`src/rtl/sso_pkg.sv`:
```
// ============================================================================
// sso_pkg
// Shared types, constants and the sine table generator for the servo sine
// oscillator.
// ============================================================================
package sso_pkg;

    // Defaults for the top level parameters
    localparam int SINE_TABLE_BITS_DEF = 10;
    localparam int TIME_WIDTH_DEF      = 32;

    // Configuration port
    localparam int CFG_INDEX_W = 3;
    localparam int CFG_DATA_W  = 16;

    localparam logic [CFG_INDEX_W-1:0] CFG_PERIOD_MS = 3'd0;
    localparam logic [CFG_INDEX_W-1:0] CFG_AMPLITUDE = 3'd1;
    localparam logic [CFG_INDEX_W-1:0] CFG_PHASE_DEG = 3'd2;
    localparam logic [CFG_INDEX_W-1:0] CFG_OFFSET    = 3'd3;
    localparam logic [CFG_INDEX_W-1:0] CFG_TRIM      = 3'd4;

    localparam logic [15:0]       PERIOD_RESET    = 16'd2000;
    localparam logic signed [8:0] AMPLITUDE_RESET = 9'sd50;

    // Request kinds (the fourth code acts as a refresh)
    localparam logic [1:0] KIND_REFRESH = 2'd0;
    localparam logic [1:0] KIND_RESTART = 2'd1;
    localparam logic [1:0] KIND_LOAD    = 2'd2;

    // Degrees in a full turn, divisor of the phase conversion
    localparam logic [15:0] DEG_PER_TURN = 16'd360;

    // round(pi/2 * 2^30)
    localparam logic [63:0] HALF_PI_Q30 = 64'd1686629713;

    // (2k)(2k+1) for the Taylor terms k = 1..6
    localparam int unsigned TERM_DIV [6] = '{6, 20, 42, 72, 110, 156};

    typedef struct packed {
        logic [1:0]  kind;
        logic [31:0] now_ms;
    } t_in_req;

    typedef struct packed {
        logic signed [18:0] position_q8;
        logic [31:0]        ref_time_out;
    } t_out_req;

    typedef enum logic [3:0] {
        ST_IDLE,
        ST_PHASE,
        ST_PHASE_END,
        ST_MOD,
        ST_MOD_END,
        ST_INDEX,
        ST_ROM,
        ST_MUL,
        ST_OUT
    } t_state;

    // Controller to datapath
    typedef struct packed {
        logic capture;   // take the request, update the reference
        logic ld_phase;  // load divider: |phase| * N / 360
        logic ld_mod;    // load divider: diff mod period
        logic clr_quo;   // start delta * N / period from the remainder
        logic step;      // one restoring division step
        logic save_ph;   // store the phase index
        logic rom_rd;    // read the quarter-wave table
        logic mul;       // amplitude * sine
        logic ld_out;    // load the output register
    } t_dp_cmd;

    // Datapath to controller
    typedef struct packed {
        logic out_busy;  // output register full and stalled
    } t_dp_status;

    // sin(pi/2 * r/q) in Q15 with q = 2^(sb-2), for 0 <= r <= q.
    // Elaboration only.
    function automatic logic [14:0] quarter_sine(input int unsigned r, input int sb);
        logic [63:0]        theta;
        logic [63:0]        t2;
        logic [63:0]        term;
        logic [63:0]        rnd;
        logic signed [63:0] sum;
        theta = ((64'(r) * HALF_PI_Q30) + (64'd1 << (sb - 3))) >> (sb - 2);
        t2    = (theta * theta) >> 30;
        term  = theta;
        sum   = signed'(theta);
        for (int k = 1; k <= 6; k++) begin
            term = ((term * t2) >> 30) / 64'(TERM_DIV[k-1]);
            if ((k % 2) == 1) begin
                sum = sum - signed'(term);
            end else begin
                sum = sum + signed'(term);
            end
        end
        if (sum < 0) begin
            sum = '0;
        end
        rnd = (unsigned'(sum) + 64'd16384) >> 15;
        if (rnd > 64'd32767) begin
            rnd = 64'd32767;
        end
        return rnd[14:0];
    endfunction

endpackage

```
`src/rtl/sso_sine_rom.sv`:
```
// ============================================================================
// sso_sine_rom
// Quarter-wave sine magnitude table, Q15, registered read.
// ============================================================================
module sso_sine_rom #(
    parameter int SINE_TABLE_BITS = sso_pkg::SINE_TABLE_BITS_DEF
) (
    input  logic                       i_clk,
    input  logic                       i_rd,
    input  logic [SINE_TABLE_BITS-3:0] i_addr,
    input  logic                       i_peak,
    output logic [14:0]                o_mag
);
    import sso_pkg::*;

    localparam int QN = 1 << (SINE_TABLE_BITS - 2);
    localparam logic [14:0] PEAK = quarter_sine(QN, SINE_TABLE_BITS);

    logic [14:0] rom_data [QN];
    logic [14:0] r_mag;

    for (genvar g = 0; g < QN; g++) begin : g_rom
        assign rom_data[g] = quarter_sine(g, SINE_TABLE_BITS);
    end

    // quarter point (sin = 1) sits past the end of the table
    always_ff @(posedge i_clk) begin
        if (i_rd) begin
            r_mag <= i_peak ? PEAK : rom_data[i_addr];
        end
    end

    assign o_mag = r_mag;

endmodule

```
`src/rtl/sso_datapath.sv`:
```
// ============================================================================
// sso_datapath
// Settings, reference time, shared restoring divider, table lookup,
// multiply and output register.
// ============================================================================
module sso_datapath #(
    parameter int SINE_TABLE_BITS = sso_pkg::SINE_TABLE_BITS_DEF,
    parameter int TIME_WIDTH      = sso_pkg::TIME_WIDTH_DEF
) (
    input  logic                                i_clk,
    input  logic                                i_rst_n,
    input  logic                                i_cfg_we,
    input  logic [sso_pkg::CFG_INDEX_W-1:0]     i_cfg_index,
    input  logic [sso_pkg::CFG_DATA_W-1:0]      i_cfg_data,
    input  sso_pkg::t_in_req                    i_in_req,
    input  sso_pkg::t_dp_cmd                    i_cmd,
    output sso_pkg::t_dp_status                 o_status,
    input  logic                                i_out_stall,
    output logic                                o_out_valid,
    output sso_pkg::t_out_req                   o_out_req
);
    import sso_pkg::*;

    localparam int SB = SINE_TABLE_BITS;
    localparam int TW = TIME_WIDTH;
    localparam int DW = (TW > SB + 10) ? TW : SB + 10;

    // settings
    logic [15:0]        r_period_ms;
    logic signed [8:0]  r_amplitude;
    logic signed [9:0]  r_phase_deg;
    logic signed [8:0]  r_offset;
    logic signed [8:0]  r_trim;

    logic [TW-1:0]      r_ref;
    logic [TW-1:0]      r_diff;
    logic [TW-1:0]      w_now;
    logic               w_set_ref;

    // divider
    logic [DW-1:0]      r_dvd;
    logic [15:0]        r_rem;
    logic [15:0]        r_dvsr;
    logic [17:0]        w_trial;
    logic               w_ge;
    logic [9:0]         w_ph_abs;

    logic [SB-1:0]      r_ph_idx;
    logic [SB-1:0]      w_idx;
    logic [SB-3:0]      w_r;
    logic [SB-3:0]      w_addr;
    logic               w_peak;
    logic               r_neg;
    logic [14:0]        w_mag;

    logic signed [15:0] w_sine;
    logic signed [24:0] r_prod;
    logic signed [25:0] w_rnd;
    logic signed [18:0] w_pos;

    t_out_req           r_out;
    logic               r_out_valid;

    // configuration writes
    always_ff @(posedge i_clk) begin
        if (!i_rst_n) begin
            r_period_ms <= PERIOD_RESET;
            r_amplitude <= AMPLITUDE_RESET;
            r_phase_deg <= '0;
            r_offset    <= '0;
            r_trim      <= '0;
        end else if (i_cfg_we) begin
            case (i_cfg_index)
                CFG_PERIOD_MS: r_period_ms <= i_cfg_data;
                CFG_AMPLITUDE: r_amplitude <= signed'(i_cfg_data[8:0]);
                CFG_PHASE_DEG: r_phase_deg <= signed'(i_cfg_data[9:0]);
                CFG_OFFSET:    r_offset    <= signed'(i_cfg_data[8:0]);
                CFG_TRIM:      r_trim      <= signed'(i_cfg_data[8:0]);
                default:       ;
            endcase
        end
    end

    // reference time; restart and load both give a zero delta
    assign w_now     = TW'(i_in_req.now_ms);
    assign w_set_ref = (i_in_req.kind == KIND_RESTART) || (i_in_req.kind == KIND_LOAD);

    always_ff @(posedge i_clk) begin
        if (!i_rst_n) begin
            r_ref <= '0;
        end else if (i_cmd.capture && w_set_ref) begin
            r_ref <= w_now;
        end
    end

    always_ff @(posedge i_clk) begin
        if (i_cmd.capture) begin
            r_diff <= w_set_ref ? '0 : (w_now - r_ref);
        end
    end

    // shared restoring divider, quotient shifts into the dividend register
    assign w_trial  = {1'b0, r_rem, r_dvd[DW-1]} - {2'b00, r_dvsr};
    assign w_ge     = !w_trial[17];
    assign w_ph_abs = r_phase_deg[9] ? 10'(-r_phase_deg) : 10'(r_phase_deg);

    always_ff @(posedge i_clk) begin
        if (i_cmd.ld_phase) begin
            r_dvd  <= DW'({w_ph_abs, SB'(0)});
            r_rem  <= '0;
            r_dvsr <= DEG_PER_TURN;
        end else if (i_cmd.ld_mod) begin
            r_dvd  <= DW'(r_diff);
            r_rem  <= '0;
            r_dvsr <= (r_period_ms == '0) ? 16'd1 : r_period_ms;
        end else if (i_cmd.clr_quo) begin
            r_dvd  <= '0;
        end else if (i_cmd.step) begin
            r_dvd  <= {r_dvd[DW-2:0], w_ge};
            r_rem  <= w_ge ? w_trial[15:0] : {r_rem[14:0], r_dvd[DW-1]};
        end
    end

    // phase index, floored toward minus infinity, kept mod N
    always_ff @(posedge i_clk) begin
        if (i_cmd.save_ph) begin
            if (r_phase_deg[9]) begin
                r_ph_idx <= SB'(0) - r_dvd[SB-1:0] - SB'(r_rem != '0);
            end else begin
                r_ph_idx <= r_dvd[SB-1:0];
            end
        end
    end

    // table index and quadrant folding
    assign w_idx  = r_dvd[SB-1:0] + r_ph_idx;
    assign w_r    = w_idx[SB-3:0];
    assign w_addr = w_idx[SB-2] ? (SB-2)'(-w_r) : w_r;
    assign w_peak = w_idx[SB-2] && (w_r == '0);

    always_ff @(posedge i_clk) begin
        if (i_cmd.rom_rd) begin
            r_neg <= w_idx[SB-1];
        end
    end

    sso_sine_rom #(
        .SINE_TABLE_BITS (SINE_TABLE_BITS)
    ) u_rom (
        .i_clk  (i_clk),
        .i_rd   (i_cmd.rom_rd),
        .i_addr (w_addr),
        .i_peak (w_peak),
        .o_mag  (w_mag)
    );

    assign w_sine = r_neg ? -signed'({1'b0, w_mag}) : signed'({1'b0, w_mag});

    always_ff @(posedge i_clk) begin
        if (i_cmd.mul) begin
            r_prod <= 25'(r_amplitude * w_sine);
        end
    end

    // Q15 -> Q8 with rounding, then offset and trim
    assign w_rnd = (26'(r_prod) + 26'sd64) >>> 7;
    assign w_pos = 19'(w_rnd) + 19'((11'(r_offset) + 11'(r_trim)) * 19'sd256);

    always_ff @(posedge i_clk) begin
        if (i_cmd.ld_out) begin
            r_out.position_q8  <= w_pos;
            r_out.ref_time_out <= 32'(r_ref);
        end
    end

    always_ff @(posedge i_clk) begin
        if (!i_rst_n) begin
            r_out_valid <= 1'b0;
        end else if (i_cmd.ld_out) begin
            r_out_valid <= 1'b1;
        end else if (!i_out_stall) begin
            r_out_valid <= 1'b0;
        end
    end

    assign o_status.out_busy = r_out_valid && i_out_stall;
    assign o_out_valid       = r_out_valid;
    assign o_out_req         = r_out;

endmodule

```
`src/rtl/sso_ctrl.sv`:
```
// ============================================================================
// sso_ctrl
// Sequencer: phase division, mod division, index division, lookup,
// multiply, output.
// ============================================================================
module sso_ctrl #(
    parameter int SINE_TABLE_BITS = sso_pkg::SINE_TABLE_BITS_DEF,
    parameter int TIME_WIDTH      = sso_pkg::TIME_WIDTH_DEF
) (
    input  logic                i_clk,
    input  logic                i_rst_n,
    input  logic                i_in_valid,
    output logic                o_in_stall,
    input  sso_pkg::t_dp_status i_status,
    output sso_pkg::t_dp_cmd    o_cmd
);
    import sso_pkg::*;

    localparam int SB = SINE_TABLE_BITS;
    localparam int DW = (TIME_WIDTH > SB + 10) ? TIME_WIDTH : SB + 10;
    localparam int CW = $clog2(DW);

    t_state        r_state;
    t_state        n_state;
    logic [CW-1:0] r_cnt;
    logic [CW-1:0] n_cnt;
    logic          w_accept;
    logic          w_last_wide;
    logic          w_last_idx;

    assign w_accept    = i_in_valid && (r_state == ST_IDLE);
    assign w_last_wide = (r_cnt == CW'(DW - 1));
    assign w_last_idx  = (r_cnt == CW'(SB - 1));

    always_ff @(posedge i_clk) begin
        if (!i_rst_n) begin
            r_state <= ST_IDLE;
            r_cnt   <= '0;
        end else begin
            r_state <= n_state;
            r_cnt   <= n_cnt;
        end
    end

    // next state
    always_comb begin
        n_state = r_state;
        case (r_state)
            ST_IDLE:      if (w_accept) n_state = ST_PHASE;
            ST_PHASE:     if (w_last_wide) n_state = ST_PHASE_END;
            ST_PHASE_END: n_state = ST_MOD;
            ST_MOD:       if (w_last_wide) n_state = ST_MOD_END;
            ST_MOD_END:   n_state = ST_INDEX;
            ST_INDEX:     if (w_last_idx) n_state = ST_ROM;
            ST_ROM:       n_state = ST_MUL;
            ST_MUL:       n_state = ST_OUT;
            ST_OUT:       if (!i_status.out_busy) n_state = ST_IDLE;
            default:      n_state = ST_IDLE;
        endcase
    end

    // outputs
    always_comb begin
        o_cmd      = '0;
        n_cnt      = '0;
        o_in_stall = 1'b1;
        case (r_state)
            ST_IDLE: begin
                o_in_stall     = 1'b0;
                o_cmd.capture  = w_accept;
                o_cmd.ld_phase = w_accept;
            end
            ST_PHASE: begin
                o_cmd.step = 1'b1;
                n_cnt      = w_last_wide ? '0 : r_cnt + 1'b1;
            end
            ST_PHASE_END: begin
                o_cmd.save_ph = 1'b1;
                o_cmd.ld_mod  = 1'b1;
            end
            ST_MOD: begin
                o_cmd.step = 1'b1;
                n_cnt      = w_last_wide ? '0 : r_cnt + 1'b1;
            end
            ST_MOD_END: begin
                o_cmd.clr_quo = 1'b1;
            end
            ST_INDEX: begin
                o_cmd.step = 1'b1;
                n_cnt      = w_last_idx ? '0 : r_cnt + 1'b1;
            end
            ST_ROM: begin
                o_cmd.rom_rd = 1'b1;
            end
            ST_MUL: begin
                o_cmd.mul = 1'b1;
            end
            ST_OUT: begin
                o_cmd.ld_out = !i_status.out_busy;
            end
            default: ;
        endcase
    end

endmodule

```
`src/rtl/servo_sine_oscillator.sv`:
```
// ============================================================================
// servo_sine_oscillator
// Servo gait sine oscillator: position = amplitude * sin(angle) + offset + trim
// in Q8, with the angle taken from the time since a kept reference.
// ============================================================================
// Usage:
//   Input channel (i_in_valid / o_in_stall / i_in_req): one request per update,
//   carrying the time in ms and a kind (refresh, restart the reference at that
//   time, or load the reference with that value).
//   Output channel (o_out_valid / i_out_stall / o_out_req): one result per
//   request: the Q8 position and the reference time after the request.
//   Config port (i_cfg_we / i_cfg_index / i_cfg_data): period, amplitude,
//   phase, offset and trim; write only while no request is in flight.
// Timing:
//   One shared restoring divider does three divisions per request:
//   |phase|*N/360 and diff mod period over D = max(TIME_WIDTH,
//   SINE_TABLE_BITS+10) steps each, then delta*N/period over SINE_TABLE_BITS
//   steps. The result is loaded into the output register after the table
//   lookup and the multiply. Requests are handled one at a time.
//   A new request is taken as soon as the previous result sits in the output
//   register, even while that result is stalled. If the output is still
//   stalled when the next result is ready, the sequencer waits on it.
// Reset:
//   Synchronous, active low. Reference time clears to zero, settings return
//   to period 2000, amplitude 50, others zero; output register empties.
// ============================================================================
module servo_sine_oscillator #(
    parameter int SINE_TABLE_BITS = sso_pkg::SINE_TABLE_BITS_DEF,
    parameter int TIME_WIDTH      = sso_pkg::TIME_WIDTH_DEF
) (
    input  logic                            i_clk,
    input  logic                            i_rst_n,
    input  logic                            i_cfg_we,
    input  logic [sso_pkg::CFG_INDEX_W-1:0] i_cfg_index,
    input  logic [sso_pkg::CFG_DATA_W-1:0]  i_cfg_data,
    input  logic                            i_in_valid,
    output logic                            o_in_stall,
    input  sso_pkg::t_in_req                i_in_req,
    output logic                            o_out_valid,
    input  logic                            i_out_stall,
    output sso_pkg::t_out_req               o_out_req
);
    import sso_pkg::*;

    t_dp_cmd    w_cmd;
    t_dp_status w_status;

    // Sequencer: owns the step counter and the request handshake
    sso_ctrl #(
        .SINE_TABLE_BITS (SINE_TABLE_BITS),
        .TIME_WIDTH      (TIME_WIDTH)
    ) u_ctrl (
        .i_clk      (i_clk),
        .i_rst_n    (i_rst_n),
        .i_in_valid (i_in_valid),
        .o_in_stall (o_in_stall),
        .i_status   (w_status),
        .o_cmd      (w_cmd)
    );

    // Datapath: settings, reference, divider, table, multiplier, output reg
    sso_datapath #(
        .SINE_TABLE_BITS (SINE_TABLE_BITS),
        .TIME_WIDTH      (TIME_WIDTH)
    ) u_dp (
        .i_clk       (i_clk),
        .i_rst_n     (i_rst_n),
        .i_cfg_we    (i_cfg_we),
        .i_cfg_index (i_cfg_index),
        .i_cfg_data  (i_cfg_data),
        .i_in_req    (i_in_req),
        .i_cmd       (w_cmd),
        .o_status    (w_status),
        .i_out_stall (i_out_stall),
        .o_out_valid (o_out_valid),
        .o_out_req   (o_out_req)
    );

    // A taken request always starts the sequence, closing the input side
    a_accept_busy: assert property (@(posedge i_clk) disable iff (!i_rst_n)
        (i_in_valid && !o_in_stall) |=> o_in_stall)
        else $error("input not closed after a request was taken");

    // A result appears only from the busy sequence, never from idle
    a_result_from_busy: assert property (@(posedge i_clk) disable iff (!i_rst_n)
        $rose(o_out_valid) |-> $past(o_in_stall))
        else $error("result produced while sequencer idle");

    // Output loads only while the sequencer holds the input closed
    a_no_accept_on_load: assert property (@(posedge i_clk) disable iff (!i_rst_n)
        (w_cmd.ld_out) |-> o_in_stall)
        else $error("output loaded while input open");

endmodule
```
`config.mk`:
```
export PLATFORM = sky130hd
export DESIGN_NAME = servo_sine_oscillator
export DESIGN_NICKNAME = d
export VERILOG_FILES = /design/src/rtl/sso_pkg.sv /design/src/rtl/sso_sine_rom.sv /design/src/rtl/sso_datapath.sv /design/src/rtl/sso_ctrl.sv /design/src/rtl/servo_sine_oscillator.sv
export SDC_FILE = /design/constraint.sdc
export NUM_CORES = 1
export LEC_CHECK = 0
export ABC_AREA = 1
export BUFFER_PORTS_ARGS = -buffer_cell sky130_fd_sc_hd__clkbuf_2
export CORE_MARGIN = 8
export CORE_UTILIZATION = 40
export DETAILED_ROUTE_END_ITERATION = 7
export GPL_TIMING_DRIVEN = 0
export HOLD_SLACK_MARGIN = 0.15
export MAX_ROUTING_LAYER = met4
export PLACE_DENSITY_LB_ADDON = 0.08
export SLEW_MARGIN = 40
export SYNTH_ARGS = -nofsm -noshare
export SYNTH_HDL_FRONTEND = slang
export SYNTH_SLANG_ARGS = --single-unit
export TNS_END_PERCENT = 50
```
`constraint.sdc`:
```
create_clock -name i_clk -period 14.5 [get_ports i_clk]
set_input_delay 1.45 -clock i_clk [delete_from_list [all_inputs] [get_ports i_clk]]
set_output_delay 1.45 -clock i_clk [all_outputs]
set_load 0.005 [all_outputs]
```
==> out/results.ini <==
[detailed_routing]
routed_via_density = 5.56
ant_nets = 0
remaining_drc_errors = 0
routed_wirelength_um = 91200
drtIter0Drc = 2021
drt_pass1_iterations = 6
wl_per_cell_um = 22.0
vias = 23100

[logic_synthesis]
synthDistinctLibCells = 57
synth_seq_cells = 287
synth_ff_type = dfxtp_1
syn_inst = 3197
synth.largest_area_cell = edfxtp_1
syn_area_um2 = 23900
synthArstFlopShare = 0
synth_edf_count = 138
synth_top_area_frac = 0.173
yosysSeqAreaShare = 0.298
avgSynthCellArea_um2 = 7.48
synth_common_cells = nand2_1 (691), inv_1 (423), nor2_1 (285)
synth.most_common_cell = nand2_1
ys_warn_count = 0
synth.area.top_cells = edfxtp_1 (17%), dfxtp_1 (12%), nand2_1 (11%)
synthesis.nets = 3538

[timing]
max_slew_margin = 0.477
drv_slew = 0
skew_ns = 0.0251
fmax_mhz = 147
fin_crit_sh = 0.469
final-hold-violation-count = 0
worst_slew_pin_slew_ns = 0.779
period_needed_ns = 6.80
rsz0062_at_grt = no
setup_tns_ns = 0
setup_viol = 0

[cts]
cts_root_buffer = clkbuf_16
cts_tree = done
clk_path_buf_depth = 3
post_cts_buffers = 0
post_cts_resized = 0
cts_sinks = 287
clk_pin_slew_ns = 0.06
worst_skew_pair.late_latency_ns = 0.55
h-tree-depth = 2
ctsHoldBuffers = 0
cts_inserted_buffers = 36

[die]
die_area_um2 = 67800
die_w_um = 260
io_pins = 111
start_util = 0.405
core_area_um2 = 59000
rows = 89
die_y_um = 260

[grt]
overflow = 0
antenna_found_initial = 0
grt_pass1_vias = 22800
grt_pass1_wl_um = 138000
grt_use_total = 0.272
grt_max_degree = 42

[worst_setup_path]
cpMostUsedCell = nand2_1
cp_data_required_time_ns = 14.79
start_kind = flip-flop
slowest_delay_ns = 0.54
slowest_stage = fa_1
critPathTopFamily = adder cells
path_max_fanout = 8
path_buf_inv = 5
critPathKind = flip-flop to flip-flop
worstPathArrival_ns = 7.09
critPathCaptureType = flip-flop

[worst_hold_path]
min_path_type = flip-flop to flip-flop

[outcome]
status = finished, final reports clean

[place]
io_buffers = 109
place_congestion = 0.991
dp.final_hpwl_um = 70200

[cells_and_area]
final_net_count = 3689
drive_gt1_frac = 0.0921
area_growth_pct = 11.6

[run]
cap_violations = 0

-- cells in the final DEF (no fill, tap or decap), types with 17 or more instances in the layout --
cell	netlist	final
nand2_2	18	18
o21ai_0	218	217
xor2_1	56	56
nand4_1	30	30
nor3_1	30	26
ha_1	159	159
clkbuf_2	1	113
nand3_1	279	279
inv_2	17	17
o211ai_1	41	41
nor2_1	285	283
xnor2_1	33	33
buf_2	33	35
edfxtp_1	138	138
dfxtp_1	149	149
o21ai_1	19	20
nand2_1	691	691
inv_1	423	423
clkbuf_16	0	37
clkbuf_1	56	60
a21oi_1	230	230
fa_1	124	124
-- flip-flops by register name, indices dropped and copies added, names as in the netlist --
signal and flops:
u_dp.o_out_req 51, u_dp.r_diff 32, u_dp.r_dvd 32, u_dp.r_ref 32, u_dp.r_prod 19, u_dp.r_dvsr 16
u_dp.r_period_ms 16, u_dp.r_rem 16, u_dp.u_rom.o_mag 15, u_dp.r_ph_idx 10, u_dp.r_phase_deg 10, u_dp.r_amplitude 9
u_dp.r_offset 9, u_dp.r_trim 9, u_ctrl.r_cnt 5, u_ctrl.r_state 4, u_dp.o_out_valid 1, u_dp.r_neg 1
-- layout make-up --
type                       count  area, µm²
antenna                        1       2.50
buffer                       116        626
clock buffer                  50       1010
clock inverter                16        143
fill                        6052      32300
inverter                     443       1670
multi-input combinational   2351      14500
sequential                   287       7130
tap                          773        967
timing repair buffer         113        601
-- through the flow --
step | util | hold slack (ns) | instance area [µm²] | cells | worst slack (ns)
final | 0.452 | 0.419 | 26700 | 4150 | 7.70
after global routing | 0.452 | 0.428 | 26700 | 4149 | 7.03
after CTS | 0.452 | 0.421 | 26700 | 4149 | 7.75
after detailed placement | 0.432 | 0.416 | 25500 | 4083 | 7.79
after global placement | 0.431 | 0.419 | 25400 | 4079 | 8.00
after floorplan | - | 0.408 | 23900 | 3197 | 8.72
-- metal layers --
metal	up-vias	GRT usage	wire length (µm)
li1	10800	-	-
met1	11200	0.356	40200
met2	882	0.429	41400
met3	199	0.0320	5800
met4	0	0.107	3860
met5	-	-	0
-- logic make-up after synthesis --
kind of cell | share of synthesized area
DFF | 0.298
xor gates and xnor gates | 0.0326
and+or+nand+nor | 0.248
AOI/OAI and AO/OA | 0.138
adders and majority gates | 0.187
buffers and inverters | 0.0956
-- worst paths after layout --
check / startpoint / to / slack (ns) / depth (start not counted)
setup / recovery: u_dp.u_rom.o_mag[0] / u_dp.r_prod[21] / 7.70 / 28
hold / removal: u_dp.r_ref[18] / u_dp.o_out_req[18] / 0.42 / 0
setup reg to reg: u_dp.u_rom.o_mag[0] / u_dp.r_prod[21] / 7.70 / 28
hold reg to reg: u_dp.r_ref[18] / u_dp.o_out_req[18] / 0.42 / 0
Power is not shown: default switching activity piles up to over one toggle a cycle in this logic, so the estimate is an artifact.
